--- config.mk ---
export PLATFORM = sky130hd
export DESIGN_NAME = cau_refill
export DESIGN_NICKNAME = d
export VERILOG_FILES = /design/src/sv/cau_pkg.sv /design/src/sv/cau_refill.sv
export SDC_FILE = /design/constraint.sdc
export NUM_CORES = 1
export LEC_CHECK = 0
export BUFFER_PORTS_ARGS = -buffer_cell sky130_fd_sc_hd__buf_2
export CORE_AREA = 2 2 445 447
export CTS_CLUSTER_SIZE = 12
export DETAILED_ROUTE_END_ITERATION = 8
export DIE_AREA = 0 0 447 449
export PLACE_DENSITY = 0.35
export SYNTH_ARGS = -nofsm -noshare
export SYNTH_HDL_FRONTEND = slang
export SYNTH_SLANG_ARGS = --single-unit
--- constraint.sdc ---
create_clock -name clk_i -period 2.41 [get_ports clk_i]
set_clock_uncertainty 0.15 [all_clocks]
set_input_delay 0.3615 -clock clk_i [delete_from_list [all_inputs] [get_ports clk_i]]
set_output_delay 0.3615 -clock clk_i [all_outputs]
set_load 0.05 [all_outputs]
--- src/sv/cau_pkg.sv ---
`timescale 1ns / 1ps

package cau_pkg;

  localparam int CAU_DW        = 32;
  localparam int CAU_FRAC_BITS = 16;
  localparam int CAU_PW        = 2 * CAU_DW;   // product / radicand width
  localparam int CAU_RW        = CAU_PW + 1;   // partial remainder width
  localparam int CAU_MW        = CAU_PW + 1;   // magnitude width for clamping
  localparam int CAU_CMD_W     = 4;
  localparam int CAU_STS_W     = 2;

  typedef logic signed [CAU_DW-1:0] word_t;
  typedef logic        [CAU_PW-1:0] dword_t;
  typedef logic signed [CAU_PW-1:0] sdword_t;

  typedef enum logic [CAU_CMD_W-1:0] {
    CMD_ADD   = 4'd0,
    CMD_SUB   = 4'd1,
    CMD_MUL   = 4'd2,
    CMD_DIV   = 4'd3,
    CMD_NEG   = 4'd4,
    CMD_CONJ  = 4'd5,
    CMD_SQRT  = 4'd6,
    CMD_NORM2 = 4'd7,
    CMD_EQUAL = 4'd8
  } cmd_e;

  typedef enum logic [CAU_STS_W-1:0] {
    STS_OK  = 2'd0,
    STS_SAT = 2'd1,
    STS_DZ  = 2'd2
  } sts_e;

  localparam word_t WORD_MAX = {1'b0, {(CAU_DW-1){1'b1}}};
  localparam word_t WORD_MIN = {1'b1, {(CAU_DW-1){1'b0}}};

  // One compare-subtract lane: divide step (one bit) or root step (two bits).
  typedef struct packed {
    logic              run;
    logic              sqr;
    logic [CAU_RW-1:0] rem;
    logic [CAU_DW-1:0] acc;
    dword_t            src;
    dword_t            den;
  } lane_t;

  typedef struct packed {
    cmd_e  op;
    word_t ar;
    logic  ai_neg;
    logic  n1;
    logic  n2;
    logic  ovf1;
    logic  ovf2;
    logic  dz;
    logic  sat;
    logic  eq;
    word_t res_re;
    word_t res_im;
  } ctx_t;

  typedef struct packed {
    ctx_t        ctx;
    lane_t [1:0] ln;
  } stg_t;

  typedef struct packed {
    word_t res_re;
    word_t res_im;
    logic  is_equal;
    sts_e  status;
  } rsp_t;

  // Sign and magnitude to a saturated word; returns {sat, value}.
  function automatic logic [CAU_DW:0] clamp_mag(input logic neg,
                                               input logic [CAU_MW-1:0] mag);
    logic [CAU_MW-1:0] lim;
    logic [CAU_DW-1:0] v;
    logic              s;
    lim = CAU_MW'(1) << (CAU_DW - 1);
    if (!neg) lim = lim - CAU_MW'(1);
    if (mag > lim) begin
      s = 1'b1;
      v = neg ? WORD_MIN : WORD_MAX;
    end else begin
      s = 1'b0;
      v = neg ? (~mag[CAU_DW-1:0] + CAU_DW'(1)) : mag[CAU_DW-1:0];
    end
    return {s, v};
  endfunction

endpackage

--- src/sv/cau_refill.sv ---
`timescale 1ns / 1ps

module cau_refill #(
  parameter int FRAC_BITS = cau_pkg::CAU_FRAC_BITS
) (
  input  logic          clk_i,
  input  logic          rst_ni,
  input  logic          en_i,
  input  logic          vld_i,
  input  cau_pkg::stg_t stg_i,
  output logic          vld_o,
  output cau_pkg::stg_t stg_o
);
  import cau_pkg::*;

  // radicand (m +- ar) * 2^(F-1) is left aligned on an even bit count
  localparam int S2     = (CAU_DW + FRAC_BITS + 1) / 2;
  localparam int SRC_SH = FRAC_BITS - 1 + CAU_PW - 2 * S2;

  logic                   vld_q;
  stg_t                   stg_q, stg_d;
  logic signed [CAU_DW+1:0] mod_s, ar_s, tp, tm;

  always_comb begin
    mod_s = signed'({2'b00, stg_i.ln[0].acc});
    ar_s  = (CAU_DW+2)'(stg_i.ctx.ar);
    tp    = mod_s + ar_s;
    tm    = mod_s - ar_s;
    stg_d = stg_i;
    if (stg_i.ctx.op == CMD_SQRT) begin
      stg_d.ln[0]     = '0;
      stg_d.ln[0].run = 1'b1;
      stg_d.ln[0].sqr = 1'b1;
      stg_d.ln[0].src = dword_t'(tp[CAU_DW:0]) << SRC_SH;
      stg_d.ln[1]     = '0;
      stg_d.ln[1].run = 1'b1;
      stg_d.ln[1].sqr = 1'b1;
      stg_d.ln[1].src = dword_t'(tm[CAU_DW:0]) << SRC_SH;
    end else begin
      // quotients are complete; park the lanes for the second row
      stg_d.ln[0].run = 1'b0;
      stg_d.ln[1].run = 1'b0;
    end
  end

  always_ff @(posedge clk_i or negedge rst_ni) begin
    if (!rst_ni) begin
      vld_q <= 1'b0;
    end else if (en_i) begin
      vld_q <= vld_i;
    end
  end

  always_ff @(posedge clk_i) begin
    if (en_i) stg_q <= stg_d;
  end

  assign vld_o = vld_q;
  assign stg_o = stg_q;

endmodule

---- After elaboration in Yosys (flattened, before gate mapping) ----
Cells that the tools add are included.
W data, S select, Z words.
operators by class
  $add $sub $neg .......................... 2
  $mul .................................... 0
  div/mod/pow operators ................... 0
  order comparisons ....................... 0
  equal/unequal tests ..................... 1
  shift operators ......................... 0
  muxes and demuxes ....................... 3
  bitwise gates (word level) .............. 0
  reductions and logical operators ........ 0
operator list
  cell                  count
  $mux W128             2
  $add A33 B32 Y33      1
  $sub A33 B32 Y33      1
  $eq A4 B3 Y1 const B  1
  $mux W1               1
storage, ports and cells
  register bits after elaboration ......... 562
  bits in latches ......................... 0
  RAM bits ................................ 0
  bits in read-only memories .............. 0
  bits of input ports ..................... 566
  memories ................................ 0

---- Logic depth before layout (Yosys ltp) ----
  depth in word-level cells ............... 2
  depth in mapped cells ................... 13

---- Worst setup path after synthesis ----
OpenSTA, ideal clock, no wires.
  path type ............................... input to register
  from .................................... in stg_i[532] in the netlist's numbering
  to ...................................... reg stg_q, in the netlist stg_o[353] (data pin)
  arrival ................................. 2653 ps
  setup slack ............................. -649 ps
  stages .................................. 13
  cells stage by stage .................... inv_1 ha_1 buf_6 a21oi_4 nand2_2 a2bb2oi_2 a311oi_4 o21bai_2 a311o_2 o41ai_4 o21ai_1 xnor2_1 o21ai_1
RTL lines
  item                  RTL line          source
  start, declared       cau_refill.sv:10  input cau_pkg::stg_t stg_i,
  end signal, assigned  cau_refill.sv:55  if (en_i) stg_q <= stg_d;
  end, declared         cau_refill.sv:21  stg_t stg_q, stg_d;

==> results.py <==
metrics = {
    "setup_path": {
        "crit_path_end_kind": "flop",
        "worstPathArrival_ns": 2.92,
        "critical_path_required_ns": 2.68,
        "worst_setup_path_start_kind": "input port",
        "critPathKind": "in2reg",
        "worst-path-max-fanout": 3,
        "r2r_slack_ns": 1.53,
    },
    "flow_run": {
        "cap_viol_max_count": 0,
    },
    "finish": {
        "drive_above_1_share_pct": 44.7,
        "synthToLayoutAreaGrowth_pct": 84.1,
        "stdcell_area_um2": 43500,
        "fillers": 21500,
        "fin_nets": 4249,
        "final_util_pct": 22.2,
        "instances_no_fill": 6324,
    },
    "grt": {
        "grt_pass1_wl_mm": 189,
        "grt_usage_pct": 13.8,
        "grt_pass1_vias": 22000,
        "grt_overflow": 0,
        "grt_max_degree": 79,
        "antenna_found_initial": 34,
    },
    "synth": {
        "synth_cells": 1634,
        "netlist_area_um2": 23600,
        "synth_top_cell_by_area": "edfxtp_1",
        "yosys_warnings": 0,
        "synth_area_leaders": "edfxtp_1, and2_1, ha_1",
        "post-synth-top-count-cell": "edfxtp_1",
        "ys.flop_type": "edfxtp_1",
        "ys_seq_area_share_pct": 71.4,
        "synth_common_cells": "edfxtp_1, and2_1, nand2_1",
        "syn_nets": 2266,
        "avgSynthCellArea_um2": 14.5,
        "synthArstFlopShare_pct": 0.178,
        "synth_edf_count": 561,
        "ys_ff_latch": 562,
        "synth_cell_types": 74,
        "yosysTopAreaCellShare_pct": 71.3,
    },
    "route": {
        "dr.pass1.iters": 5,
        "avgViaCountPerCell": 3.33,
        "vias": 21100,
        "drt-total-wl_mm": 144,
        "drt_iter0_markers": 1130,
        "drtAntennaViolNets": 0,
        "post_drt_wl_per_cell_um": 22.7,
        "drc": 0,
    },
    "timing": {
        "whs_ns": 0.110,
        "clock.fmax_mhz": 377,
        "fin_setup_tns_ns": -2.15,
        "tightest_slew_ns": 0.501,
        "hold_viol": 0,
        "grt_setup_unrepaired": "yes",
        "fin_crit_sh_pct": 110,
        "final_max_slew_viol_count": 0,
        "slew_headroom_pct": 66.4,
        "final.min_clock_period_ns": 2.65,
        "setup_violations": 19,
        "fin_ws_ns": -0.242,
    },
    "placement": {
        "portBuffers": 1126,
        "gp_congestion": 0.902,
        "detailed_place.area_um2": 34800,
        "dp.cells": 5604,
        "dp_hpwl_mm": 119,
        "pre_cts_ws_ns": -1.25,
    },
    "clock_tree": {
        "cts_tree": "done",
        "cts.sinks": 562,
        "clock_latency_ns": 0.70,
        "cts-root-buf": "clkbuf_16",
        "clock_path_buffers": 3,
        "htree_levels": 3,
        "cts_made_buffers": 76,
        "clk_pin_slew_worst_paths_ns": 0.06,
    },
    "power": {
        "power_density_nw_per_um2": 729,
        "power_frac_clock_pct": 36.1,
        "seq_power_share_pct": 37.8,
        "peakVddDrop_mv": 0.407,
        "p_leak_nw": 17.9,
        "p_sw_share_pct": 33.9,
        "power_mw": 31.7,
        "internal_power_mw": 21.0,
        "combinationalPowerShare_pct": 26.1,
        "power_switching_mw": 10.7,
    },
    "status": {
        "status": "finished, violations left",
        "violations": "negative setup slack",
    },
    "floorplan": {
        "core_area_um2": 196000,
        "pin_count": 1129,
        "die_area_um2": 201000,
        "initial_core_util_pct": 12.0,
        "rows": 163,
        "dieWidth_um": 447,
        "die_h_um": 449,
    },
    "worst_hold_path": {
        "hp-class": "in2reg",
    },
}
## worst paths after layout
kind / cells after the start / from / to
worst max-delay path: 15 / stg_i[128] / stg_o[113]
worst min-delay path: 4 / stg_i[129] / stg_o[96]
worst max register to register: 1 / vld_o / vld_o
worst min register to register: 1 / vld_o / vld_o
max in group asynchronous: 3 / rst_ni / vld_o
min in group asynchronous: 3 / rst_ni / vld_o
## layout make-up
class / instances / area [um^2] / share of cell area [%]
multi-input cells: 930 / 6730 / 15.5
clock buffers: 92 / 1960 / 4.51
well taps: 2640 / 3300 / 7.60
clock inverters: 43 / 492 / 1.13
diodes: 10 / 25.0 / 0.0575
inverters: 61 / 272 / 0.624
flip-flops and latches: 562 / 16900 / 38.8
repair buffers: 1986 / 13800 / 31.8
## state kept, by name, indices dropped and copies added, names as in the netlist
signal,count
stg_o,561
vld_o,1
## power groups by stage
stage	clock (mW)	sequential [mW]	combinational, mW
global placement	0	12.2	7.40
floorplan	0	15.0	1.24
finish	11.4	12.0	8.26
detailed placement	0	12.2	7.38
global route	12.2	12.1	8.71
CTS	11.9	12.0	8.37
## timing repair
item                       CTS  global route
buffers inserted             7             7
setup endpoints to repair   30            33
hold endpoints to repair   571             0
hold buffers               565             0
pin swaps                   40            24
resized for setup           75            27
## critical path, cell delays in order
cell      delay (ns)
buf_12          0.12
ha_4            0.20
fa_2            0.35
nand2b_1        0.10
a21oi_2         0.07
o211a_1         0.27
o32ai_4         0.32
buf_12          0.16
buf_6           0.10
o31ai_4         0.06
buf_6           0.13
a41oi_4         0.27
xnor2_1         0.15
buf_4           0.17
o21ai_2         0.06
## cells in the final DEF (no fill, tap or decap), types with 13 or more instances in the layout
cell type,n
buf_2,1114
nand2_1,84
edfxtp_1,561
buf_4,273
o21ai_1,46
clkbuf_16,76
o21bai_1,16
ha_1,48
inv_1,39
xnor2_1,47
nor2_1,62
a21oi_2,16
a21oi_1,46
buf_6,13
o21ai_0,24
clkbuf_1,16
dlygate4sd3_1,565
buf_12,18
and2_1,382
clkinv_1,16
## per-layer routing
layer	GRT usage (%)	part of all wire (%)
met5	0	0
met4	4.01	2.6
met3	4.92	8.2
met2	24.2	51
met1	15.5	39
## cells by family after synthesis
kind of cell | synth area share [%]
AO/OA/AOI/OAI | 6.16
XOR/XNOR | 2.23
AND/OR/NAND/NOR | 13.7
adder cells (fa/ha/maj) | 3.56
flip-flops | 71.4
multiplexers | 0.0477
buffers and inverters | 2.84
No activity file was read; power rests on OpenSTA's default activity.
