--- src/sv/cau_pkg.sv ---
`timescale 1ns / 1ps

package cau_pkg;

  localparam int CAU_DW        = 32;
  localparam int CAU_FRAC_BITS = 16;
  localparam int CAU_PW        = 2 * CAU_DW;   // product / radicand width
  localparam int CAU_RW        = CAU_PW + 1;   // partial remainder width
  localparam int CAU_MW        = CAU_PW + 1;   // magnitude width for clamping
  localparam int CAU_CMD_W     = 4;
  localparam int CAU_STS_W     = 2;

  typedef logic signed [CAU_DW-1:0] word_t;
  typedef logic        [CAU_PW-1:0] dword_t;
  typedef logic signed [CAU_PW-1:0] sdword_t;

  typedef enum logic [CAU_CMD_W-1:0] {
    CMD_ADD   = 4'd0,
    CMD_SUB   = 4'd1,
    CMD_MUL   = 4'd2,
    CMD_DIV   = 4'd3,
    CMD_NEG   = 4'd4,
    CMD_CONJ  = 4'd5,
    CMD_SQRT  = 4'd6,
    CMD_NORM2 = 4'd7,
    CMD_EQUAL = 4'd8
  } cmd_e;

  typedef enum logic [CAU_STS_W-1:0] {
    STS_OK  = 2'd0,
    STS_SAT = 2'd1,
    STS_DZ  = 2'd2
  } sts_e;

  localparam word_t WORD_MAX = {1'b0, {(CAU_DW-1){1'b1}}};
  localparam word_t WORD_MIN = {1'b1, {(CAU_DW-1){1'b0}}};

  // One compare-subtract lane: divide step (one bit) or root step (two bits).
  typedef struct packed {
    logic              run;
    logic              sqr;
    logic [CAU_RW-1:0] rem;
    logic [CAU_DW-1:0] acc;
    dword_t            src;
    dword_t            den;
  } lane_t;

  typedef struct packed {
    cmd_e  op;
    word_t ar;
    logic  ai_neg;
    logic  n1;
    logic  n2;
    logic  ovf1;
    logic  ovf2;
    logic  dz;
    logic  sat;
    logic  eq;
    word_t res_re;
    word_t res_im;
  } ctx_t;

  typedef struct packed {
    ctx_t        ctx;
    lane_t [1:0] ln;
  } stg_t;

  typedef struct packed {
    word_t res_re;
    word_t res_im;
    logic  is_equal;
    sts_e  status;
  } rsp_t;

  // Sign and magnitude to a saturated word; returns {sat, value}.
  function automatic logic [CAU_DW:0] clamp_mag(input logic neg,
                                               input logic [CAU_MW-1:0] mag);
    logic [CAU_MW-1:0] lim;
    logic [CAU_DW-1:0] v;
    logic              s;
    lim = CAU_MW'(1) << (CAU_DW - 1);
    if (!neg) lim = lim - CAU_MW'(1);
    if (mag > lim) begin
      s = 1'b1;
      v = neg ? WORD_MIN : WORD_MAX;
    end else begin
      s = 1'b0;
      v = neg ? (~mag[CAU_DW-1:0] + CAU_DW'(1)) : mag[CAU_DW-1:0];
    end
    return {s, v};
  endfunction

endpackage

--- src/sv/cau_back.sv ---
`timescale 1ns / 1ps

module cau_back (
  input  logic          clk_i,
  input  logic          rst_ni,
  input  logic          vld_i,
  input  cau_pkg::stg_t stg_i,
  output logic          en_o,
  output logic          out_valid_o,
  input  logic          out_ready_i,
  output cau_pkg::rsp_t out_o
);
  import cau_pkg::*;

  rsp_t            rsp;
  logic [CAU_DW:0] r1, r2;
  rsp_t            buf_q [2];
  logic            wr_q, rd_q;
  logic [1:0]      cnt_q, cnt_d;
  logic            push, pop;

  // final saturation and status
  always_comb begin
    r1 = {1'b0, stg_i.ctx.res_re};
    r2 = {1'b0, stg_i.ctx.res_im};
    unique case (stg_i.ctx.op)
      CMD_DIV: begin
        if (stg_i.ctx.dz) begin
          r1 = '0;
          r2 = '0;
        end else begin
          r1 = clamp_mag(stg_i.ctx.n1,
                         stg_i.ctx.ovf1 ? '1 : CAU_MW'(stg_i.ln[0].acc));
          r2 = clamp_mag(stg_i.ctx.n2,
                         stg_i.ctx.ovf2 ? '1 : CAU_MW'(stg_i.ln[1].acc));
        end
      end
      CMD_SQRT: begin
        r1 = clamp_mag(1'b0, CAU_MW'(stg_i.ln[0].acc));
        r2 = clamp_mag(stg_i.ctx.ai_neg, CAU_MW'(stg_i.ln[1].acc));
      end
      default: ;
    endcase
    rsp.res_re   = r1[CAU_DW-1:0];
    rsp.res_im   = r2[CAU_DW-1:0];
    rsp.is_equal = stg_i.ctx.eq;
    if (stg_i.ctx.op == CMD_DIV && stg_i.ctx.dz) begin
      rsp.status = STS_DZ;
    end else if (stg_i.ctx.sat || r1[CAU_DW] || r2[CAU_DW]) begin
      rsp.status = STS_SAT;
    end else begin
      rsp.status = STS_OK;
    end
  end

  // two-entry output queue; the pipeline moves while it has room
  assign en_o        = (cnt_q != 2'd2);
  assign push        = en_o && vld_i;
  assign out_valid_o = (cnt_q != 2'd0);
  assign pop         = out_valid_o && out_ready_i;
  assign out_o       = buf_q[rd_q];

  always_comb begin
    unique case ({push, pop})
      2'b10:   cnt_d = cnt_q + 2'd1;
      2'b01:   cnt_d = cnt_q - 2'd1;
      default: cnt_d = cnt_q;
    endcase
  end

  always_ff @(posedge clk_i or negedge rst_ni) begin
    if (!rst_ni) begin
      cnt_q <= 2'd0;
      wr_q  <= 1'b0;
      rd_q  <= 1'b0;
    end else begin
      cnt_q <= cnt_d;
      if (push) wr_q <= ~wr_q;
      if (pop)  rd_q <= ~rd_q;
    end
  end

  always_ff @(posedge clk_i) begin
    if (push) buf_q[wr_q] <= rsp;
  end

endmodule

--- config.mk ---
export PLATFORM = sky130hd
export DESIGN_NAME = cau_back
export DESIGN_NICKNAME = d
export VERILOG_FILES = /design/src/sv/cau_pkg.sv /design/src/sv/cau_back.sv
export SDC_FILE = /design/constraint.sdc
export NUM_CORES = 1
export LEC_CHECK = 0
export BUFFER_PORTS_ARGS = -buffer_cell sky130_fd_sc_hd__buf_2
export CAP_MARGIN = 20
export CORE_AREA = 5 5 246 248
export DETAILED_ROUTE_END_ITERATION = 7
export DIE_AREA = 0 0 251 253
export GPL_ROUTABILITY_DRIVEN = 0
export PLACE_DENSITY = 0.5
export SKIP_LAST_GASP = 1
export SLEW_MARGIN = 5
export SYNTH_ARGS = -nofsm -noshare
export SYNTH_HDL_FRONTEND = slang
export SYNTH_SLANG_ARGS = --single-unit
--- constraint.sdc ---
create_clock -name clk_i -period 9.6 [get_ports clk_i]
set_input_delay 0.96 -clock clk_i [delete_from_list [all_inputs] [get_ports clk_i]]
set_output_delay 0.96 -clock clk_i [all_outputs]
set_load 0.01 [all_outputs]
After elaboration in Yosys (flattened, before gate mapping)

Memories as Yosys holds them, arrays and structs flattened.
Index checks and enable logic that the tools add are counted.

Memories: 1
Bits in read-only memories: 0
Input port bits: 566
Output and inout port bits: 69
RAM bits: 134
Latch bits: 0
Bits in registers: 4
Logic and storage cells: 64

Magnitude comparators: 4
$mul: 0
Div/mod/pow operators: 0
Multiplexer cells: 34
Reduce and logical (&&, ||, !) cells: 7
Bitwise gates (word level): 5
Add/subtract/negate cells: 5
Eq/ne operators: 5
Shift operators: 0

Memories:

| name  | depth | bits a word | rd ports | clocked after memory_dff | wr ports | RTL line       | RTL |
|---|---|---|---|---|---|---|---|
| buf_q | 2     | 67          | 1        | 0                        | 1        | cau_back.sv:17 | `rsp_t buf_q [2];` |

Operator list:

| kind                                                               | count |
|---|---|
| 65-bit two-way mux                                                 | 8 |
| 32-bit two-way mux                                                 | 13 |
| 33-bit case mux with 2 select lines                                | 2 |
| 32-bit by 65-bit greater-than comparator with 1-bit output         | 2 |
| 65-bit greater-than comparator                                     | 2 |
| 32-bit by 1-bit adder with 32-bit output, second input constant    | 3 |
| 32-bit inverter                                                    | 3 |
| 33-bit two-way mux                                                 | 2 |
| 1-bit two-way mux                                                  | 7 |
| 4-bit by 2-bit == test with 1-bit output, second input constant    | 1 |
| 4-bit by 3-bit == test with 1-bit output, second input constant    | 1 |
| 2-bit case mux with 2 select lines                                 | 1 |
| 2-bit nonzero test                                                 | 2 |
| 1-bit logical AND                                                  | 3 |
| 2-bit by 1-bit adder with 2-bit output, second input constant      | 1 |
| 2-bit by 1-bit == test with 1-bit output, second input constant    | 1 |
| 2-bit == test, second input constant                               | 1 |
| 1-bit logical OR                                                   | 2 |
| 2-bit two-way mux                                                  | 1 |
| 2-bit inequality test, second input constant                       | 1 |
| 1-bit inverter                                                     | 2 |
| 2-bit by 1-bit subtractor with 2-bit output, second input constant | 1 |

Longest topological paths before layout

Gate-level depths: netlist of the first run.

Depth in word-level cells: 11
Depth in mapped cells: 16
Depth with buffers taken out: 11

Least setup slack after synthesis of the first run

OpenSTA, ideal clock, no wires.

Kind: in2reg
Start: in vld_i
End: mem buf_q[0][0] (netlist name), enable pin
Cell stages on the path: 2
Path buffers: 0
Slack: 5.251 ns
Setup time: 0.492 ns
Arrival time: 3.856 ns
Cells stage by stage: nand2_1 nor2_1

Longest elaborated chain between the ends: 3

RTL lines:

| what                                    | RTL line       | RTL |
|---|---|---|
| from (decl)                             | cau_back.sv:6  | `input logic vld_i,` |
| 1-bit logical AND                       | cau_back.sv:58 | `assign push = en_o && vld_i;` |
| 1-bit two-way mux                       | cau_back.sv:84 | `if (push) buf_q[wr_q] <= rsp;` |
| 1-bit two-way mux (not written as such) | cau_back.sv:84 |  |
| to (decl)                               | cau_back.sv:17 |  |

Every way passes these cells.

Worst setup path after layout of the first run

Start: in stg_i[525] (netlist name)
End: mem buf_q[0][3] (netlist name), data pin

Longest elaborated chain between the ends: 5
Elaborated cells between the ends (all ways): 7
Classes of those cells: order compare (1); mux (6)

RTL lines:

| what                                                       | RTL line                     | RTL |
|---|---|---|
| from (decl)                                                | cau_back.sv:7                | `input cau_pkg::stg_t stg_i,` |
| 32-bit two-way mux                                         | cau_pkg.sv:82, cau_pkg.sv:85 |  |
| 65-bit two-way mux                                         | cau_back.sv:26               | `unique case (stg_i.ctx.op)` |
| 32-bit by 65-bit greater-than comparator with 1-bit output | cau_pkg.sv:83                | `if (mag > lim) begin` |
| 32-bit two-way mux *                                       | cau_pkg.sv:83                |  |
| 33-bit case mux with 2 select lines *                      | cau_back.sv:26               |  |
| named net r2[0]                                            | cau_back.sv:16               | `logic [CAU_DW:0] r1, r2;` |

The timed path passes the listed nets; every way through them passes the cells marked *. The select of a mux whose other input is x is not followed.

==> impl_metrics.toml, run 1 <==
[run_status]
outcome = "finished clean"

[layout]
final_layout_size_suffix_gt1_frac = 0.267
num-fill-cells = 6296
syn2layout_area_growth_pct = 21.6
fin_util = 0.246
final_nets = 2141

[job]
maxCapViolCount = 0

[logic_synthesis]
post_synth.cell_area_avg_um2 = 9.01
ys_ff_latch = 138
synth.area.top_cells = "edfxtp_1 34%, ha_1 11%, mux2_2 7.7%"
synthDistinctLibCells = 77
synth_ff_type = "edfxtp_1"
synth_edf_count = 134
synth_top_cell_by_area = "edfxtp_1"
syn_inst = 1306
synth_nets = 1972
synth_warnings = 0
ys_async_sr_fraction = 0.0290
yosysTopAreaCellShare = 0.342
netlist_area_mm2 = 0.0118
synth-seq-area-share = 0.350

[detailed_routing]
viasPerCell = 4.98
num_vias = 11300
drt_iter0_drc = 1106
post_drt_wl_per_cell_um = 19.8
dr.pass1.iters = 5
drc = 0
wirelength_mm = 44.7
antenna_left = 0

[floorplan]
coreArea_mm2 = 0.0582
die_h_um = 253
num_rows = 89
ios = 635
die-width_um = 251
initial_utilization = 0.202
floorplan.die_area_mm2 = 0.0635

[sta]
setup_viol = 0
worst_pin_slew_ps = 876
relSlewSlack = 0.401
rsz0062_at_grt = "no"
fin_tns_setup_ps = 0
timing.final.crit_share = 0.496
finalCriticalPeriod_ps = 4760
drv_slew = 0
hold_viol_final = 0
finClkSkew_ps = 10.2
fmax_ghz = 0.210

[critical_path]
reg2reg_from = "cnt_q[0]$_DFFE_PN0P_"
crit_path_end = "buf_q[0][3]$_DFFE_PP_"
setup.worst_path.end_class = "register"
critPathMostFrequentCell = "buf_4"
startpoint = "stg_i[525]"
ff2ff_setup_slack_ps = 7280
worstSetupPathType = "input pin to register"
required_ps = 9870
crit_chain = "buf_2 -> ha_1 -> a21o_1 -> a21oi_1 -> o211ai_1 -> a2111oi_0 -> a21boi_1 -> buf_4 -> nor2_1 -> buf_4 -> o21ai_0 -> nand3_1"
cp-start-kind = "input pin"
cp_max_fo = 42
r2r_cells = 4
crit_path_max_incr_delay_ps = 800
slowest_stage = "a2111oi_0"
worst_ep_arrival_time_ps = 5030
r2r_end = "buf_q[0][3]$_DFFE_PP_"

[grt]
grt-ovfl-total = 0
grt_pass1_wl_mm = 67.3
antenna_found_initial = 0
grt_pass1_vias = 10800
grt_max_degree = 65
grt_usage = 0.137

[power_and_ir_drop]
p_leak_nw = 5.41
power_frac_seq = 0.354
p_sw_frac = 0.345
p_comb_frac = 0.361
power_frac_clock = 0.285
p_sw_w = 0.000864
intPower_w = 0.00164
max-vdd-ir-drop_mv = 0.0911
power_density_mw_per_mm2 = 175

[clock_tree]
htree_num_levels = 4
clock_path_buffers = 2
clock-root-buffer = "clkbuf_16"
cts.sinks = 138
cts_inserted_buffers = 17
cts_tree = "done"
clk_latency_ps = 450
path_clk_slew_ps = 60
cts_setup_buffers = 0
hold_buffers = 0
cts_resized = 0

[hold_path]
hold_class = "input pin to asynchronous set/reset pin"

[placement]
hpwl_mm = 33.6
port_buffers = 212
[per-stage QoR]
| stage | setup slack [ps] | hold WS (ps) | cells | cell area [µm²] | power [W] |
|---|---|---|---|---|---|
| finish | 4840 | 316 | 2262 | 14300 | 0.00250 |
| global route | 4680 | 283 | 2261 | 14300 | 0.00267 |
| CTS | 4490 | 273 | 2260 | 14300 | 0.00257 |
| detailed placement | 4000 | 486 | 2228 | 13700 | 0.00184 |
| global placement | 4030 | 479 | 2228 | 13700 | 0.00182 |
| floorplan | 5250 | 456 | 1306 | 11800 | 0.00143 |
[synthesized netlist by cell type (17+ instances only)]
library cell / count
edfxtp_1: 134
nor2_1: 132
nand2_1: 112
ha_1: 100
a21oi_1: 83
mux2_2: 81
clkbuf_1: 73
o21ai_0: 71
nor3_1: 45
nand3_1: 38
or2_2: 38
inv_1: 37
nand4_1: 36
o211ai_1: 28
mux2i_1: 23
o21a_1: 22
a211oi_1: 19
nor4_1: 17
[worst max-delay path: cells and delay by family]
kind	cells	cell delay (ps)
AO/OA/AOI/OAI	6	1600
adder cells (fa/ha/maj)	1	390
buffers and inverters	3	1210
AND/OR/NAND/NOR	2	830
[area by class of cell]
class                      instances  area (µm²)  area share
multi-input combinational       1044        7200       0.503
sequential                       138        4130       0.288
timing repair buffer             235        1230      0.0862
tap                              773         967      0.0676
clock buffer                      17         425      0.0297
clock inverter                    15         211      0.0148
inverter                          39         146      0.0102
antenna                            1        2.50    0.000175
[kinds of logic (layout without fill, tap and decap cells)]
family / Yosys count / after routing / share of synthesized area
compound gates: 345 / 345 / 0.196
flops: 138 / 138 / 0.350
mux: 104 / 104 / 0.0970
other cells: 0 / 1 / 0
simple gates: 488 / 488 / 0.205
buf+inv: 124 / 306 / 0.0404
xor+xnor: 7 / 7 / 0.00521
fa+ha+maj: 100 / 100 / 0.106
[cells in the final DEF (no fill, tap or decap), types with 37 or more instances in the layout]
master	netlist	final
edfxtp_1	134	134
nand3_1	38	38
a21oi_1	83	83
o21ai_0	71	71
nor2_1	132	131
inv_1	37	37
mux2_2	81	81
nor3_1	45	44
ha_1	100	100
or2_2	38	38
buf_2	2	212
nand2_1	112	112
[worst min path at each step]
stage	endpoint	cells after the start	slack (ps)
finish	rd_q$_DFFE_PN0P_	1	320
global route	cnt_q[1]$_DFFE_PN0P_	1	280
CTS	rd_q$_DFFE_PN0P_	1	270
detailed placement	cnt_q[1]$_DFFE_PN0P_	1	490
global placement	cnt_q[1]$_DFFE_PN0P_	1	480
floorplan	cnt_q[1]$_DFFE_PN0P_	1	460
[state kept, by name, indices dropped and copies added, names as in the netlist]
name,cells
cnt_q,2
rd_q,1
wr_q,1
buf_q,134
[routing by layer]
metal,vias up,part of all wire,track usage
met3,47,0.079,0.0298
met4,0,0.019,0.0370
met2,477,0.45,0.217
met5,-,0,0
li1,5345,-,-
met1,5402,0.45,0.190
[power by group through the flow]
| stage | registers, W | logic [W] | clock network (W) |
|---|---|---|---|
| after CTS | 0.000889 | 0.000942 | 0.000738 |
| after floorplan | 0.000879 | 0.000555 | 0 |
| after global placement | 0.000895 | 0.000929 | 0 |
| after detailed placement | 0.000901 | 0.000938 | 0 |
| final | 0.000885 | 0.000904 | 0.000712 |
| after global routing | 0.000900 | 0.00100 | 0.000767 |
Note: power is estimated with default switching activity, not from simulation.
==> inputs of run 2 (changes only) <==
--- a/config.mk
+++ b/config.mk
@@ -5,13 +5,14 @@
 export SDC_FILE = /design/constraint.sdc
 export NUM_CORES = 1
 export LEC_CHECK = 0
+export ABC_AREA = 1
 export BUFFER_PORTS_ARGS = -buffer_cell sky130_fd_sc_hd__buf_2
 export CAP_MARGIN = 20
-export CORE_AREA = 5 5 246 248
+export CORE_AREA = 5 5 241 243
 export DETAILED_ROUTE_END_ITERATION = 7
-export DIE_AREA = 0 0 251 253
+export DIE_AREA = 0 0 246 248
 export GPL_ROUTABILITY_DRIVEN = 0
-export PLACE_DENSITY = 0.5
+export PLACE_DENSITY = 0.53
 export SKIP_LAST_GASP = 1
 export SLEW_MARGIN = 5
 export SYNTH_ARGS = -nofsm -noshare
==> constraint.sdc (replaced) <==
create_clock -name clk_i -period 4.41 [get_ports clk_i]
set_input_delay 0.441 -clock clk_i [delete_from_list [all_inputs] [get_ports clk_i]]
set_output_delay 0.441 -clock clk_i [all_outputs]
set_load 0.01 [all_outputs]
==> impl_metrics.toml, run 2 <==
[power_and_ir_drop]
p_leak_nw = 7.15
total_power_w = 0.00559
power_density_mw_per_mm2 = 361
max-vdd-ir-drop_mv = 0.507

[critical_path]
crit_path_max_incr_delay_ps = 560
r2r_cells = 5
crit_chain = "buf_2 -> inv_4 -> nand2_1 -> ha_1 -> nand2_1 -> nor2_1 -> nand4_1 -> nor3_1 -> nand3_1 -> nand2_2 -> o211ai_1 -> nand2_1 -> nand3_1"
worst_ep_arrival_time_ps = 3550
cp_max_fo = 27
required_ps = 4550
cp-start-kind = "input pin"
reg2reg_from = "cnt_q[0]$_DFFE_PN0P_"
ff2ff_setup_slack_ps = 2400
slowest_stage = "buf_2"
cp_num_buf_inv = 2
path_delay_family = "simple AND/OR/NAND/NOR gates"
critPathMostFrequentCell = "nand2_1"
worstSetupPathType = "input pin to register"
setup.worst_path.end_class = "register"
r2r_end = "buf_q[1][50]$_DFFE_PP_"

[clock_tree]
clk_latency_ps = 430
cts_inserted_buffers = 17
hold_buffers = 1
path_clk_slew_ps = 60
cts_tree = "done"
htree_num_levels = 4
cts.sinks = 138
cts_resized = 0
clock_path_buffers = 2
clock-root-buffer = "clkbuf_16"
cts_setup_buffers = 0

[grt]
grt_pass1_wl_mm = 72.7
grt_pass1_vias = 12400
grt.busiest_layer = "met1"
grt-ovfl-total = 0
met3_usage = 0.0261
antenna_found_initial = 14
grt_use_met2 = 0.212
grt_max_degree = 69
grt_usage = 0.153
grt_use_met1 = 0.240

[logic_synthesis]
synthDistinctLibCells = 39
synth_most_common_cell = "nand2_1"
synth_warnings = 0
ys_async_sr_fraction = 0.0290
ys_top_cells_by_count = "770 x nand2_1, 190 x nor2_1, 178 x inv_1, 177 x nand3_1, 134 x edfxtp_1"
synth.area.top_cells = "edfxtp_1 31%, nand2_1 22%, ha_1 9.6%"
synth_ff_type = "edfxtp_1"
netlist_area_mm2 = 0.0130
synth_edf_count = 134
synth_nets = 2611
synth_top_cell_by_area = "edfxtp_1"
syn_inst = 1945
ys_ff_latch = 138
synth-seq-area-share = 0.318
post_synth.cell_area_avg_um2 = 6.68
yosysTopAreaCellShare = 0.310

[sta]
worst_pin_slew_ps = 945
fin_tns_setup_ps = 0
finClkSkew_ps = 6.66
drv_slew = 0
fmax_ghz = 0.294
finalCriticalPeriod_ps = 3400
fin_hold_ws_ps = 225
timing.final.crit_share = 0.771
relSlewSlack = 0.370
rsz0062_at_grt = "no"
setup_viol = 0
hold_viol_final = 0

[detailed_routing]
post_drt_wl_per_cell_um = 16.8
drt_iter0_drc = 1039
antenna_left = 0
viasPerCell = 4.59
dr.pass1.iters = 5
num_vias = 13300
drc = 0
wirelength_mm = 48.7

[placement]
hpwl_mm = 39.6
port_buffers = 212
placed_area_mm2 = 0.0148

[layout]
final_common_cell = "nand2_1"
top_regs = "buf_q (134), cnt_q (2)"
final_nets = 2793
syn2layout_area_growth_pct = 19.2
max_flop_register = "buf_q"
num-fill-cells = 6266
final_cell_mix = "770 x nand2_1, 212 x buf_2, 188 x nor2_1"
design_area_mm2 = 0.0155
final_layout_size_suffix_gt1_frac = 0.155
largest_register_ff_count = 134

[run_status]
outcome = "finished clean"

[floorplan]
die-width_um = 246
initial_utilization = 0.233
coreArea_mm2 = 0.0557
ios = 635
num_rows = 87
floorplan.die_area_mm2 = 0.0610
die_h_um = 248

[hold_path]
hold_class = "input pin to register"
holdPathStages = 1
worstHoldEndpoint = "buf_q[0][2]$_DFFE_PP_"
hold_start = "stg_i[518]"

[job]
maxCapViolCount = 0
[run 2: worst max path at each step]
| stage | start | to | slack (ps) | depth (start not counted) |
|---|---|---|---|---|
| 2_1_floorplan | cnt_q[0]$_DFFE_PN0P_ | buf_q[1][0]$_DFFE_PP_ | 420 | 4 |
| 3_3_place_gp | stg_i[522] | buf_q[0][66]$_DFFE_PP_ | 630 | 11 |
| 3_5_place_dp | stg_i[521] | buf_q[1][5]$_DFFE_PP_ | 580 | 14 |
| 4_1_cts | stg_i[521] | buf_q[0][5]$_DFFE_PP_ | 1040 | 14 |
| 5_1_grt | stg_i[522] | buf_q[1][66]$_DFFE_PP_ | 840 | 16 |
| 6_report | stg_i[521] | buf_q[0][4]$_DFFE_PP_ | 1010 | 13 |
[run 2: final cells by class]
cell class | count | area, µm² | share of cell area
inverter | 190 | 716 | 0.0462
antenna | 8 | 20.0 | 0.00129
timing repair buffer | 235 | 1270 | 0.0823
multi-input combinational | 1545 | 7800 | 0.504
clock inverter | 15 | 173 | 0.0112
clock buffer | 17 | 425 | 0.0275
sequential | 138 | 4130 | 0.266
tap | 756 | 946 | 0.0611
[run 2: power by group]
part	total (W)	switching [W]	internal, W
Clock	0.00143	0.000617	0.000810
Combinational	0.00228	0.00156	0.000722
Sequential	0.00188	0.0000695	0.00181
[run 2: routing by layer]
layer / vias up / part of all wire
met1: 6072 / 0.51
li1: 6665 / -
met4: 10 / 0.021
met3: 63 / 0.077
met2: 528 / 0.39
met5: - / 0.0014
[run 2: logic make-up after synthesis]
group                    share of synthesized area
AO/OA/AOI/OAI                               0.0567
XOR/XNOR                                    0.0384
adder cells (fa/ha/maj)                     0.0963
buffers and inverters                       0.0831
flip-flops                                   0.318
AND/OR/NAND/NOR                              0.408
[run 2: worst register-to-register path: stages, from the launching register on]
cell,delay (ps)
dfrtp_1,390
inv_1,70
nand2_1,120
nand2_1,170
nor2_4,110
buf_4,720
[run 2: metrics by stage]
stage	utilization	std cells	setup WS, ps
3_5_place_dp	0.266	2861	584
6_report	0.278	2904	1010
2_1_floorplan	-	1945	415
3_3_place_gp	0.266	2861	635
5_1_grt	0.278	2901	840
4_1_cts	0.277	2894	1040
