`src/sv/cau_pkg.sv`:
```
`timescale 1ns / 1ps

package cau_pkg;

  localparam int CAU_DW        = 32;
  localparam int CAU_FRAC_BITS = 16;
  localparam int CAU_PW        = 2 * CAU_DW;   // product / radicand width
  localparam int CAU_RW        = CAU_PW + 1;   // partial remainder width
  localparam int CAU_MW        = CAU_PW + 1;   // magnitude width for clamping
  localparam int CAU_CMD_W     = 4;
  localparam int CAU_STS_W     = 2;

  typedef logic signed [CAU_DW-1:0] word_t;
  typedef logic        [CAU_PW-1:0] dword_t;
  typedef logic signed [CAU_PW-1:0] sdword_t;

  typedef enum logic [CAU_CMD_W-1:0] {
    CMD_ADD   = 4'd0,
    CMD_SUB   = 4'd1,
    CMD_MUL   = 4'd2,
    CMD_DIV   = 4'd3,
    CMD_NEG   = 4'd4,
    CMD_CONJ  = 4'd5,
    CMD_SQRT  = 4'd6,
    CMD_NORM2 = 4'd7,
    CMD_EQUAL = 4'd8
  } cmd_e;

  typedef enum logic [CAU_STS_W-1:0] {
    STS_OK  = 2'd0,
    STS_SAT = 2'd1,
    STS_DZ  = 2'd2
  } sts_e;

  localparam word_t WORD_MAX = {1'b0, {(CAU_DW-1){1'b1}}};
  localparam word_t WORD_MIN = {1'b1, {(CAU_DW-1){1'b0}}};

  // One compare-subtract lane: divide step (one bit) or root step (two bits).
  typedef struct packed {
    logic              run;
    logic              sqr;
    logic [CAU_RW-1:0] rem;
    logic [CAU_DW-1:0] acc;
    dword_t            src;
    dword_t            den;
  } lane_t;

  typedef struct packed {
    cmd_e  op;
    word_t ar;
    logic  ai_neg;
    logic  n1;
    logic  n2;
    logic  ovf1;
    logic  ovf2;
    logic  dz;
    logic  sat;
    logic  eq;
    word_t res_re;
    word_t res_im;
  } ctx_t;

  typedef struct packed {
    ctx_t        ctx;
    lane_t [1:0] ln;
  } stg_t;

  typedef struct packed {
    word_t res_re;
    word_t res_im;
    logic  is_equal;
    sts_e  status;
  } rsp_t;

  // Sign and magnitude to a saturated word; returns {sat, value}.
  function automatic logic [CAU_DW:0] clamp_mag(input logic neg,
                                               input logic [CAU_MW-1:0] mag);
    logic [CAU_MW-1:0] lim;
    logic [CAU_DW-1:0] v;
    logic              s;
    lim = CAU_MW'(1) << (CAU_DW - 1);
    if (!neg) lim = lim - CAU_MW'(1);
    if (mag > lim) begin
      s = 1'b1;
      v = neg ? WORD_MIN : WORD_MAX;
    end else begin
      s = 1'b0;
      v = neg ? (~mag[CAU_DW-1:0] + CAU_DW'(1)) : mag[CAU_DW-1:0];
    end
    return {s, v};
  endfunction

endpackage

```
`src/sv/cau_cell.sv`:
```
`timescale 1ns / 1ps

module cau_cell (
  input  logic          clk_i,
  input  logic          rst_ni,
  input  logic          en_i,
  input  logic          vld_i,
  input  cau_pkg::stg_t stg_i,
  output logic          vld_o,
  output cau_pkg::stg_t stg_o
);
  import cau_pkg::*;

  logic vld_q;
  stg_t stg_q, stg_d;

  // one restoring step: divide takes one dividend bit, root takes two
  function automatic lane_t lane_step(input lane_t l);
    lane_t             o;
    logic [CAU_RW-1:0] rs, t;
    logic [CAU_RW:0]   dif;
    o = l;
    if (l.sqr) begin
      rs    = {l.rem[CAU_RW-3:0], l.src[CAU_PW-1 -: 2]};
      t     = CAU_RW'({l.acc, 2'b01});
      o.src = l.src << 2;
    end else begin
      rs    = {l.rem[CAU_RW-2:0], l.src[CAU_PW-1]};
      t     = CAU_RW'(l.den);
      o.src = l.src << 1;
    end
    dif = {1'b0, rs} - {1'b0, t};
    if (!dif[CAU_RW]) begin
      o.rem = dif[CAU_RW-1:0];
      o.acc = {l.acc[CAU_DW-2:0], 1'b1};
    end else begin
      o.rem = rs;
      o.acc = {l.acc[CAU_DW-2:0], 1'b0};
    end
    if (!l.run) o = l;
    return o;
  endfunction

  always_comb begin
    stg_d       = stg_i;
    stg_d.ln[0] = lane_step(stg_i.ln[0]);
    stg_d.ln[1] = lane_step(stg_i.ln[1]);
  end

  always_ff @(posedge clk_i or negedge rst_ni) begin
    if (!rst_ni) begin
      vld_q <= 1'b0;
    end else if (en_i) begin
      vld_q <= vld_i;
    end
  end

  always_ff @(posedge clk_i) begin
    if (en_i) stg_q <= stg_d;
  end

  assign vld_o = vld_q;
  assign stg_o = stg_q;

endmodule

```
`config.mk`:
```
export PLATFORM = sky130hd
export DESIGN_NAME = cau_cell
export DESIGN_NICKNAME = d
export VERILOG_FILES = /design/src/sv/cau_pkg.sv /design/src/sv/cau_cell.sv
export SDC_FILE = /design/constraint.sdc
export NUM_CORES = 1
export LEC_CHECK = 0
export BUFFER_PORTS_ARGS = -buffer_cell sky130_fd_sc_hd__buf_4
export CAP_MARGIN = 30
export CORE_AREA = 2 2 440 442
export DETAILED_ROUTE_END_ITERATION = 10
export DIE_AREA = 0 0 442 444
export PLACE_DENSITY = 0.36
export SYNTH_ARGS = -nofsm -noshare
export SYNTH_HDL_FRONTEND = slang
export SYNTH_SLANG_ARGS = --single-unit
```
`constraint.sdc`:
```
create_clock -name clk_i -period 1 [get_ports clk_i]
set_input_delay 0.1 -clock clk_i [delete_from_list [all_inputs] [get_ports clk_i]]
set_output_delay 0.1 -clock clk_i [all_outputs]
set_load 0.05 [all_outputs]
```
### Word-level counts from Yosys, hierarchy flattened

Index checks and enable logic that the tools add are counted.

* register bits: 563
* input bits: 566
* output and inout port bits: 563

* add/sub/neg operators: 2
* muxes and demuxes: 10

Operators by type and width (count)
* $mux 227: 2
* $mux 64: 4
* $mux 97: 2
* $sub 65x65->66: 2
* $mux 65: 2

### Depth between registers and ports, before layout

Gate-level depths: netlist of run 1.

* word-level depth: 4
* depth in mapped cells: 21
* mapped depth without buffers: 14

### Least setup slack after synthesis of run 1

Ideal clock, no wire load.

* path type: input-to-reg
* start: in stg_i[225] in the netlist's numbering
* end: reg stg_q, in the netlist stg_o[224] (data pin)
* arrival: 4494 ps
* setup slack: -3750 ps
* stages on the path: 18
* path through: clkbuf_1 clkbuf_1 clkbuf_1 clkbuf_1 buf_1 mux2i_1 ha_1 and4_1 a221oi_1 o21ai_1 nand2b_1 o211ai_1 nor4b_2 nor2_1 a2111oi_4 o21ai_1 xnor2_1 a22o_1

RTL lines
* start, declared: line cau_cell.sv:8 `input cau_pkg::stg_t stg_i,`
* end signal, assigned: line cau_cell.sv:59 `if (en_i) stg_q <= stg_d;`
* end, declared: line cau_cell.sv:15 `stg_t stg_q, stg_d;`

==> metrics.md, run 1 <==
| Metric | Value |
|---|---|
| Critical path data required time | `1430 ps` |
| Status | `complete, but fails checks` |
| Number of synthesized flops with an enable pin | `562` |
| Period utilization | `291%` |
| Worst-path maximum fanout | `8` |
| Hold Vio Cnt, Final | `31` |
| Setup violators final | `724` |
| Die Wd | `442 um` |
| Rel. slew slack | `60.4%` |
| Share of cells above drive strength 1 | `50.8%` |
| Flop2flop setup slack | `240 ps` |
| Global-route wire length before repair | `251000 um` |
| Avg Inst Size Synth | `11.1 um^2` |
| Slew Limit Fails | `0` |
| Clock Skew | `0 ps` |
| Worst path slowest cell | `dlygate4sd3_1` |
| Vias in the first global route | `35200` |
| Fin area | `0.0670 mm^2` |
| VDD IR max | `1.28 mV` |
| Post-DP HPWL | `140000 um` |
| Worst Setup End Kind | `flop` |
| Placed cell count | `7291` |
| Family with the most delay on the worst path | `buffers and inverters` |
| Core area | `0.192 mm^2` |
| Synth Register Bits | `563` |
| Top-area cell type share of the netlist area | `50.8%` |
| 1st-iter DRT viols | `1511` |
| Top_reg_cell synth | `edfxtp_1` |
| Num rows | `161` |
| Max frequency | `0.344 GHz` |
| H-Tree Level Count | `3` |
| Yosys cell types | `83` |
| GRT Overall Usage | `17.4%` |
| RePlAce Congestion | `0.844` |
| GRT overflow | `0` |
| Crit path buf inv count | `6` |
| Crit Path Class | `in -> reg` |
| Leak Pwr | `0.0281 uW` |
| I/O pin total | `1129` |
| Via-per-instance ratio | `4.18` |
| Hold Crit Class | `in -> reg` |
| Bufs on Longest Clock Path | `3` |
| Clock sink count | `563` |
| Seq/Total Area, Yosys | `50.9%` |
| Area leader, netlist | `edfxtp_1` |
| Post-route ant nets | `0` |
| Synth Instances | `2986` |
| Crit-path cells | `buf_4 -> dlygate4sd3_1 -> mux2_2 -> ha_4 -> nand4_1 -> buf_4 -> nor4_4 -> o21ai_2 -> buf_6 -> a31oi_4 -> o21a_4 -> buf_12 -> buf_12 -> nand2_1 -> o211ai_1 -> o21ai_1` |
| Final Hold Slack | `-271 ps` |
| Crit-path max cell delay | `600 ps` |
| RSZ-0062 raised after global routing | `true` |
| Die Y | `444 um` |
| Antenna violations before repair | `28` |
| Layout Nets | `6237` |
| Worst-Margin Slew | `588 ps` |
| Drt pass-1 iters | `5` |
| Mapped cell area | `0.0332 mm^2` |
| Initial Utilization | `17.3%` |
| Setup crit start kind | `input pin` |
| Total power | `103000 uW` |
| Drc violations | `0` |
| Post-synthesis async set-or-reset flop share | `0.178%` |
| Worst skew pair latency | `700 ps` |
| Placed Area | `0.0514 mm^2` |
| Worst path arrival time | `3340 ps` |
| Number of synthesis warnings | `0` |
| Failing checks | `hold timing, setup timing` |
| Root Buffer Master | `clkbuf_16` |
| Maxcap violations | `0` |
| WL final | `181000 um` |
| Worst-path clk slew | `60 ps` |
| Pwr/cell area | `1540 mW/mm^2` |
| Tmin final | `2910 ps` |
| Largest net degree at the start of global routing | `48` |
| Synth area leaders | `edfxtp_1 (51%), mux2i_1 (7.7%), mux2_2 (6.4%), a21oi_1 (5.5%), ha_1 (4.8%)` |
| Routed length per instance | `22.3 um` |
| Layout area overhead | `102%` |
| Die area | `0.196 mm^2` |
| Port bufs | `1128` |
| Via count | `34000` |
| Final setup margin | `-1910 ps` |
| Syn_nets | `3682` |
| CTS tree | `done` |
| CTS buffer count | `77` |
| Fin cells | `8133` |
## kinds of logic after synthesis
group                    share of synthesized area, %
AO/OA/AOI/OAI                                    13.9
buffers and inverters                            2.76
flip-flops                                       50.9
adder cells (fa/ha/maj)                          4.94
XOR/XNOR                                         3.00
multiplexers                                     14.1
AND/OR/NAND/NOR                                  10.4
## synth_stat cells (all sizes together) (4+ instances only)
cell / number
mux2i: 255
o21ai: 127
buf: 51
clkbuf: 128
a211o: 9
ha: 128
o21bai: 31
xor2: 49
or3: 7
nor2b: 18
o31a: 5
edfxtp: 562
nand4: 41
a31o: 4
a21boi: 6
a21oi: 366
and2: 13
xnor2: 65
nand2b: 75
and4: 7
or2: 7
o22ai: 5
nor2: 312
nand3: 33
o21a: 27
nor3: 23
o31ai: 11
a221oi: 4
a31oi: 37
a21o: 62
mux2: 189
inv: 47
a211oi: 9
and3: 14
o211ai: 25
nand2: 182
## cell usage in the layout (no fill, tap or decap), types with 15 or more instances in the layout
cell type and instances:
buf_4 1348, buf_6 606, dlygate4sd3_1 574, edfxtp_1 562, nor2_1 292, a21oi_1 281
mux2i_1 184, mux2_2 146, nand2_1 134, clkbuf_16 90, a21oi_2 75, nand2b_1 72
buf_12 72, ha_4 67, o21ai_0 63, a21o_1 61, xnor2_1 59, ha_1 53
xor2_1 48, inv_1 43, mux2_4 43, nand4_1 41, mux2i_4 37, mux2i_2 34
o21ai_1 33, o21bai_1 29, nand3_1 27, o21a_1 25, o211ai_1 25, nand2_2 25
o21ai_2 24, a31oi_4 22, nand2_4 21, buf_8 19, buf_16 18, clkinv_1 15
## routing by layer
metal,track usage (%),up-vias,wire length [um]
li1,-,16300,-
met3,4.42,231,9980
met1,20.0,16500,72500
met2,31.0,936,92600
met5,0,-,73
met4,6.33,12,6140
## final timing paths
kind | start | endpoint | cells past startpoint
max | stg_i[425] | stg_o[405] | 16
min | stg_i[204] | stg_o[204] | 2
max reg2reg | vld_o | vld_o | 1
min reg2reg | vld_o | vld_o | 1
max in group asynchronous | rst_ni | vld_o | 3
min in group asynchronous | rst_ni | vld_o | 3
## where the power goes
part | switching, uW | internal, uW
logic | 24100 | 20500
clock network | 12000 | 16400
registers | 1300 | 28900
## metrics by stage
step,util [%],TNS (ps),setup WS (ps)
floorplan,-,-337520,-2650
detailed placement,26.8,-529150,-3070
global placement,26.8,-530420,-3010
global route,35.0,-494520,-1950
finish,35.0,-441120,-1910
CTS,32.5,-554210,-1900
## area by class of cell
cell class,instances,area (um^2)
repair inverters,1,6.26
repair buffers,2652,25300
flip-flops and latches,563,16900
clock buffers,91,1980
diodes,11,27.5
well taps,2526,3160
inverters,47,199
clock inverters,43,529
multi-input cells,2199,19000
fillers,19500,125000
## sequential cells by signal, indices dropped and copies added (netlist names)
| name | cells |
|---|---|
| stg_o | 562 |
| vld_o | 1 |
## timing repair
item | in CTS | in global routing
setup buffers | 55 | 46
setup endpoints to repair | 785 | 843
endpoints found under the hold margin | 666 | 63
pin swaps | 108 | 146
hold buffers | 563 | 22
resized for setup | 363 | 933
gates cloned | 17 | 17
Note: power is estimated with default switching activity, not from simulation.
==> run 2, diff against run 1 <==
Clock period 1 ns to 3.14 ns, I/O delays scaled along.
==> run 2 against run 1 <==
The flow finishes with violations (setup timing). Critical path depth unchanged. Worst setup slack improved by 1900 ps. Clock power decreased by 68%. Critical path type unchanged. First-iteration DRC count decreased by 3.2%. Non-clock buffer count decreased by 113. Utilization decreased by 2.7 points. Design area decreased by 7.7%. Global-route usage decreased by 0.30 points. Register-to-register slack improved by 2200 ps. Hold slack improved by 320 ps. Via count decreased by 2.1%.
==> metrics.md, run 2 (same netlist as run 1, synthesis figures left out) <==
| Metric | Value |
|---|---|
| Worst Setup End Kind | `flop` |
| Worst-Margin Slew | `809 ps` |
| Hold Crit Class | `in -> async` |
| Core area | `0.192 mm^2` |
| Status | `complete, but fails checks` |
| Antenna violations before repair | `37` |
| WL final | `177000 um` |
| Worst-path clk slew | `50 ps` |
| Switching Fraction | `36.8%` |
| Period utilization | `101%` |
| Initial Utilization | `17.3%` |
| CTS tree | `done` |
| Rel. slew slack | `46.1%` |
| Worst-path maximum fanout | `8` |
| 1st-iter DRT viols | `1463` |
| GRT Overall Usage | `17.1%` |
| Reg-to-Reg End | `vld_o` |
| Via count | `33300` |
| Clock sink count | `563` |
| Placed Area | `0.0501 mm^2` |
| Leak Pwr | `0.0261 uW` |
| Max FFs per register | `562` |
| Logic pwr share | `40.5%` |
| I/O pin total | `1129` |
| Crit-path max cell delay | `340 ps` |
| Crit Path Class | `in -> reg` |
| CTS buffer count | `80` |
| Failing checks | `setup timing` |
| Routed length per instance | `22.0 um` |
| Tmin final | `3180 ps` |
| Share of cells above drive strength 1 | `45.7%` |
| GRT overflow | `0` |
| Flop2flop setup slack | `2390 ps` |
| Critical path data required time | `3590 ps` |
| Layout area overhead | `86.3%` |
| Die Y | `444 um` |
| Worst path arrival time | `3630 ps` |
| VDD IR max | `0.355 mV` |
| Filler cells | `19900` |
| Clock Skew | `0 ps` |
| Layout Nets | `6124` |
| Port bufs | `1128` |
| FF-to-FF path depth | `1` |
| Final core occ | `32.3%` |
| Crit. Startpoint | `stg_i[225]` |
| Final setup margin | `-37.8 ps` |
| Vias in the first global route | `34900` |
| Crit-path cells | `buf_16 -> buf_16 -> buf_12 -> mux2_4 -> ha_4 -> and4_4 -> nand4_1 -> nand2b_4 -> nor3_2 -> nor4b_4 -> a31oi_4 -> a2bb2oi_4 -> buf_12 -> buf_12 -> mux2_4 -> mux2_4` |
| H-Tree Level Count | `3` |
| Maxcap violations | `0` |
| Commonest non-fill, non-tap cell in the layout | `buf_4` |
| Most frequent cells in the layout | `buf_4 (1824), dlygate4sd3_1 (634), edfxtp_1 (562)` |
| Slew Limit Fails | `0` |
| Via-per-instance ratio | `4.15` |
| Drc violations | `0` |
| RSZ-0062 raised after global routing | `true` |
| Largest net degree at the start of global routing | `129` |
| Power share of the sequential group | `30.6%` |
| RePlAce Congestion | `0.826` |
| Clock share of power | `28.9%` |
| Crit path capture | `stg_o[184]` |
| Worst skew pair latency | `710 ps` |
| Internal Pwr Total | `19600 uW` |
| Switching power | `11400 uW` |
| Pwr/cell area | `501 mW/mm^2` |
| Root Buffer Master | `clkbuf_16` |
| Post-route ant nets | `0` |
| Global-route wire length before repair | `248000 um` |
| Crit Reg-Reg Startpoint | `vld_o` |
| Fin area | `0.0619 mm^2` |
| Setup violators final | `4` |
| Max frequency | `0.315 GHz` |
| Die Wd | `442 um` |
| Post-DP HPWL | `138000 um` |
| Drt pass-1 iters | `4` |
| Num rows | `161` |
| Die area | `0.196 mm^2` |
| Hold Vio Cnt, Final | `0` |
| Bufs on Longest Clock Path | `3` |
| Worst path slowest cell | `nor4b_4` |
| Setup crit start kind | `input pin` |
| DP Worst Slack | `-1150 ps` |
-- run 2: changes by cell type in the layout (fill, tap and decap cells not counted), sizes merged --
cell,before,now
dlymetal6s4s,1,4
dlygate4sd3,574,634
diode,11,8
clkinv,23,35
bufinv,8,3
buf,2063,1894
inv,56,51
o21a,29,27
-- run 2: worst min-delay path by stage --
stage,endpoint,slack [ps],cells after the start
6_report,vld_o,50,2
5_1_grt,stg_o[263],20,2
4_1_cts,stg_o[452],-110,1
3_5_place_dp,vld_o,140,1
3_3_place_gp,vld_o,140,1
2_1_floorplan,vld_o,20,0
-- run 2: through the flow --
step | hold slack [ps] | setup TNS (ps) | total power [uW] | cells
final | 47.9 | -111 | 31000 | 8024
after global placement | 137 | -122510 | 20800 | 7177
after CTS | -114 | -78.4 | 30900 | 7971
after floorplan | 18.4 | -54780 | 15800 | 2986
after global routing | 20.5 | -2240 | 32500 | 8023
after detailed placement | 136 | -127560 | 20700 | 7177
-- run 2: critical path, delay by kind of cell --
kind	cells	cell delay (ps)
AO/OA/AOI/OAI	2	330
adder cells (fa/ha/maj)	1	300
buffers and inverters	5	740
multiplexers	3	900
AND/OR/NAND/NOR	5	990
-- run 2: power by group through the flow --
stage	logic [uW]	clock network [uW]	registers, uW
after global placement	11200	0	9630
final	12600	8960	9480
after floorplan	3610	0	12200
after detailed placement	11100	0	9630
after global routing	13400	9570	9550
after CTS	12000	9370	9490
-- run 2: timing repair --
item                       in CTS  in global routing
hold endpoints to repair      550                  1
gates resized for setup        70                330
pin swaps                      18                 89
buffers inserted               12                 40
hold buffers                  637                  1
setup endpoints to repair     117                123
cloned                          1                  7
-- run 2: final cells by class --
cell class / count / area [um^2] / share of cell area, %
Tap cell: 2526 / 3160 / 5.11
Antenna cell: 8 / 20.0 / 0.0323
Timing Repair Buffer: 2539 / 21500 / 34.7
Clock inverter: 46 / 414 / 0.669
Sequential cell: 563 / 16900 / 27.3
Inverter: 47 / 184 / 0.297
Multi-Input combinational cell: 2197 / 17700 / 28.6
Clock buffer: 98 / 2070 / 3.34
-- run 2: per-layer routing --
| metal | share of wire (%) | up-vias | track usage [%] |
|---|---|---|---|
| met5 | 0.039 | - | 0 |
| met4 | 2.0 | 12 | 3.89 |
| met3 | 5.4 | 188 | 4.00 |
| met2 | 52 | 861 | 31.6 |
| met1 | 40 | 16100 | 19.8 |
| li1 | - | 16100 | - |
==> run 3, diff against run 2 <==
Settings changed: ABC_AREA from default to 1, CORE_AREA 2 2 440 442 to 2 2 441 443, DIE_AREA 0 0 442 444 to 0 0 443 445, PLACE_DENSITY 0.36 to 0.39.
==> run 3 against run 2 <==
The run now ends clean. First-iteration DRC count is 120% higher. Sequential share of layout area fell by 1.4 points. Area after synthesis rose by 14%. Combinational power about the same. Sequential cell count unchanged. Maximum frequency up 3.2%. Register-to-register slack is essentially flat. Power is 0.49% higher. Die area is 0.45% higher. Largest cell class unchanged.
==> metrics.md, run 3 <==
| Metric | Value |
|---|---|
| Global-route wire length before repair | `306000 um` |
| Worst Min Path Start | `stg_i[184]` |
| Seq/Total Area, Yosys | `44.8%` |
| Hold Vio Cnt, Final | `0` |
| Worst hold endpoint | `stg_o[184]` |
| Die Y | `445 um` |
| Maxcap violations | `0` |
| CTS buffer count | `77` |
| Num rows | `161` |
| Max FFs per register | `562` |
| Via count | `43600` |
| VDD IR max | `0.319 mV` |
| GRT Overall Usage | `21.3%` |
| CTS tree | `done` |
| Setup crit start kind | `input pin` |
| Worst-Margin Slew | `872 ps` |
| Drt pass-1 iters | `5` |
| Layout area overhead | `73.0%` |
| Crit-path max cell delay | `540 ps` |
| Share of cells above drive strength 1 | `30.1%` |
| Port bufs | `1128` |
| Yosys cell types | `39` |
| Core area | `0.192 mm^2` |
| Count leader, synth | `nand2_1` |
| Most instantiated cells after synthesis | `nand2_1 (1853), inv_1 (889), edfxtp_1 (562), o21ai_0 (518), nand3_1 (327)` |
| Layout Nets | `8476` |
| Syn_nets | `5869` |
| Hold Crit Class | `in -> reg` |
| Post-DP HPWL | `184000 um` |
| 1st-iter DRT viols | `3148` |
| Crit Reg-Reg Startpoint | `vld_o` |
| Status | `complete, no violations` |
| Avg Inst Size Synth | `7.30 um^2` |
| Rel. slew slack | `41.8%` |
| Critical path data required time | `3540 ps` |
| Area leader, netlist | `edfxtp_1` |
| Die area | `0.197 mm^2` |
| Max frequency | `0.325 GHz` |
| Placed cell count | `9593` |
| Most frequent cells in the layout | `buf_4 (2033), nand2_1 (1832), inv_1 (882)` |
| Crit-path cells | `dlygate4sd3_1 -> buf_4 -> or2_2 -> o21ai_0 -> inv_1 -> ha_1 -> nand2_1 -> nor2_2 -> nand2_2 -> nor2_4 -> inv_2 -> nor3_4 -> nand2_4 -> nand2_4 -> buf_8 -> buf_12 -> nand2_1 -> nand3_1 -> nand2_1` |
| RSZ-0062 raised after global routing | `true` |
| Fin cells | `10400` |
| Period utilization | `98.1%` |
| Worst path slowest cell | `dlygate4sd3_1` |
| Worst-path clk slew | `50 ps` |
| Worst-path maximum fanout | `15` |
| Post-synthesis async set-or-reset flop share | `0.178%` |
| H-Tree Level Count | `3` |
| Top-area cell type share of the netlist area | `44.7%` |
| Worst path arrival time | `3480 ps` |
| WL final | `219000 um` |
| Placed Area | `0.0560 mm^2` |
| Largest net degree at the start of global routing | `139` |
| Filler cells | `20600` |
| Synth Register Bits | `563` |
| I/O pin total | `1129` |
| Clock sink count | `563` |
| Setup TNS Final | `0 ps` |
| Leak Pwr | `0.0325 uW` |
| Tmin final | `3080 ps` |
| Via-per-instance ratio | `4.20` |
| Antenna violations before repair | `49` |
| Commonest non-fill, non-tap cell in the layout | `buf_4` |
| FF-to-FF path depth | `1` |
| Worst skew pair latency | `700 ps` |
| Crit Path Class | `in -> reg` |
| CP most frequent cell | `nand2_1` |
| GRT overflow | `0` |
| Root Buffer Master | `clkbuf_16` |
| Reg-to-Reg End | `vld_o` |
| Bufs on Longest Clock Path | `3` |
| Number of synthesized flops with an enable pin | `562` |
| Drc violations | `0` |
| Number of synthesis warnings | `0` |
| Mapped cell area | `0.0377 mm^2` |
| Fin area | `0.0653 mm^2` |
| Top_reg_cell synth | `edfxtp_1` |
| Setup violators final | `0` |
| Pwr/cell area | `477 mW/mm^2` |
| Vias in the first global route | `43500` |
| Die Wd | `443 um` |
| Initial Utilization | `19.7%` |
| Post-route ant nets | `0` |
| Flop2flop setup slack | `2400 ps` |
| Hold path cells | `3` |
| Synth area leaders | `edfxtp_1 (45%), nand2_1 (18%), inv_1 (8.8%), o21ai_0 (6.9%), nand3_1 (4.3%)` |
| Routed length per instance | `21.1 um` |
| RePlAce Congestion | `0.949` |
| Clock Skew | `0 ps` |
| Synth Instances | `5173` |
| Slew Limit Fails | `0` |
| Worst Setup End Kind | `flop` |
run 3: final cells by class:
type / instances / area (um^2) / share of cell area (%)
clock inverter: 48 / 529 / 0.811
clock buffer: 92 / 1980 / 3.04
timing repair buffer: 2699 / 22300 / 34.2
inverter: 922 / 3470 / 5.31
multi-input combinational: 3517 / 16900 / 25.9
tap: 2526 / 3160 / 4.84
sequential: 563 / 16900 / 25.9
antenna: 18 / 45.0 / 0.0690
run 3: power breakdown:
group          internal, uW  leakage, uW  switching [uW]
clock                  5070      0.00120            3870
sequential             9190      0.00550             324
combinational          4850       0.0258            7880
total                 19100       0.0325           12100
run 3: routing by layer:
layer | vias to the layer above | track usage (%) | share of wire, %
met5 | - | 0 | 0.0046
met4 | 2 | 7.41 | 3.6
met3 | 263 | 2.89 | 4.6
met2 | 1207 | 37.6 | 49
met1 | 20300 | 26.6 | 43
li1 | 21800 | - | -
run 3: critical path, delay by kind of cell:
family / cells / cell delay [ps]
buffers and inverters: 6 / 1180
AOI/OAI and AO/OA: 1 / 130
and+or+nand+nor: 11 / 1540
adders and majority gates: 1 / 300
run 3: kinds of logic after synthesis:
family,share of synthesized area (%)
and+or+nand+nor,27.9
xor gates and xnor gates,1.44
muxes,0.0298
AOI/OAI and AO/OA,10.3
adders and majority gates,4.35
DFF,44.8
buffers and inverters,11.2
run 3: timing repair:
action,4_1_cts,5_1_grt
setup endpoints to repair,0,92
endpoints found under the hold margin,539,2
resized for setup,0,91
hold buffers,620,2
buffers inserted,0,6
run 3: how the worst max path moves through the flow:
stage                     cells after the start          to  slack (ps)        from
after floorplan                              25  stg_o[223]          -3  stg_i[225]
after global placement                       20  stg_o[186]        -580  stg_i[225]
after global routing                         21  stg_o[206]         -90  stg_i[201]
after CTS                                    21  stg_o[191]           7  stg_i[151]
final                                        19  stg_o[431]          60  stg_i[430]
after detailed placement                     21  stg_o[189]        -660  stg_i[225]
run 3: metrics by stage:
stage	hold slack (ps)	setup WS, ps	utilization (%)	total power [uW]
after global placement	89.2	-585	29.2	21500
after floorplan	18.4	-2.80	-	15500
after CTS	5.18	6.55	33.7	31400
after global routing	3.17	-88.2	34.0	32700
final	26.6	60.2	34.0	31200
after detailed placement	89.9	-656	29.2	21500
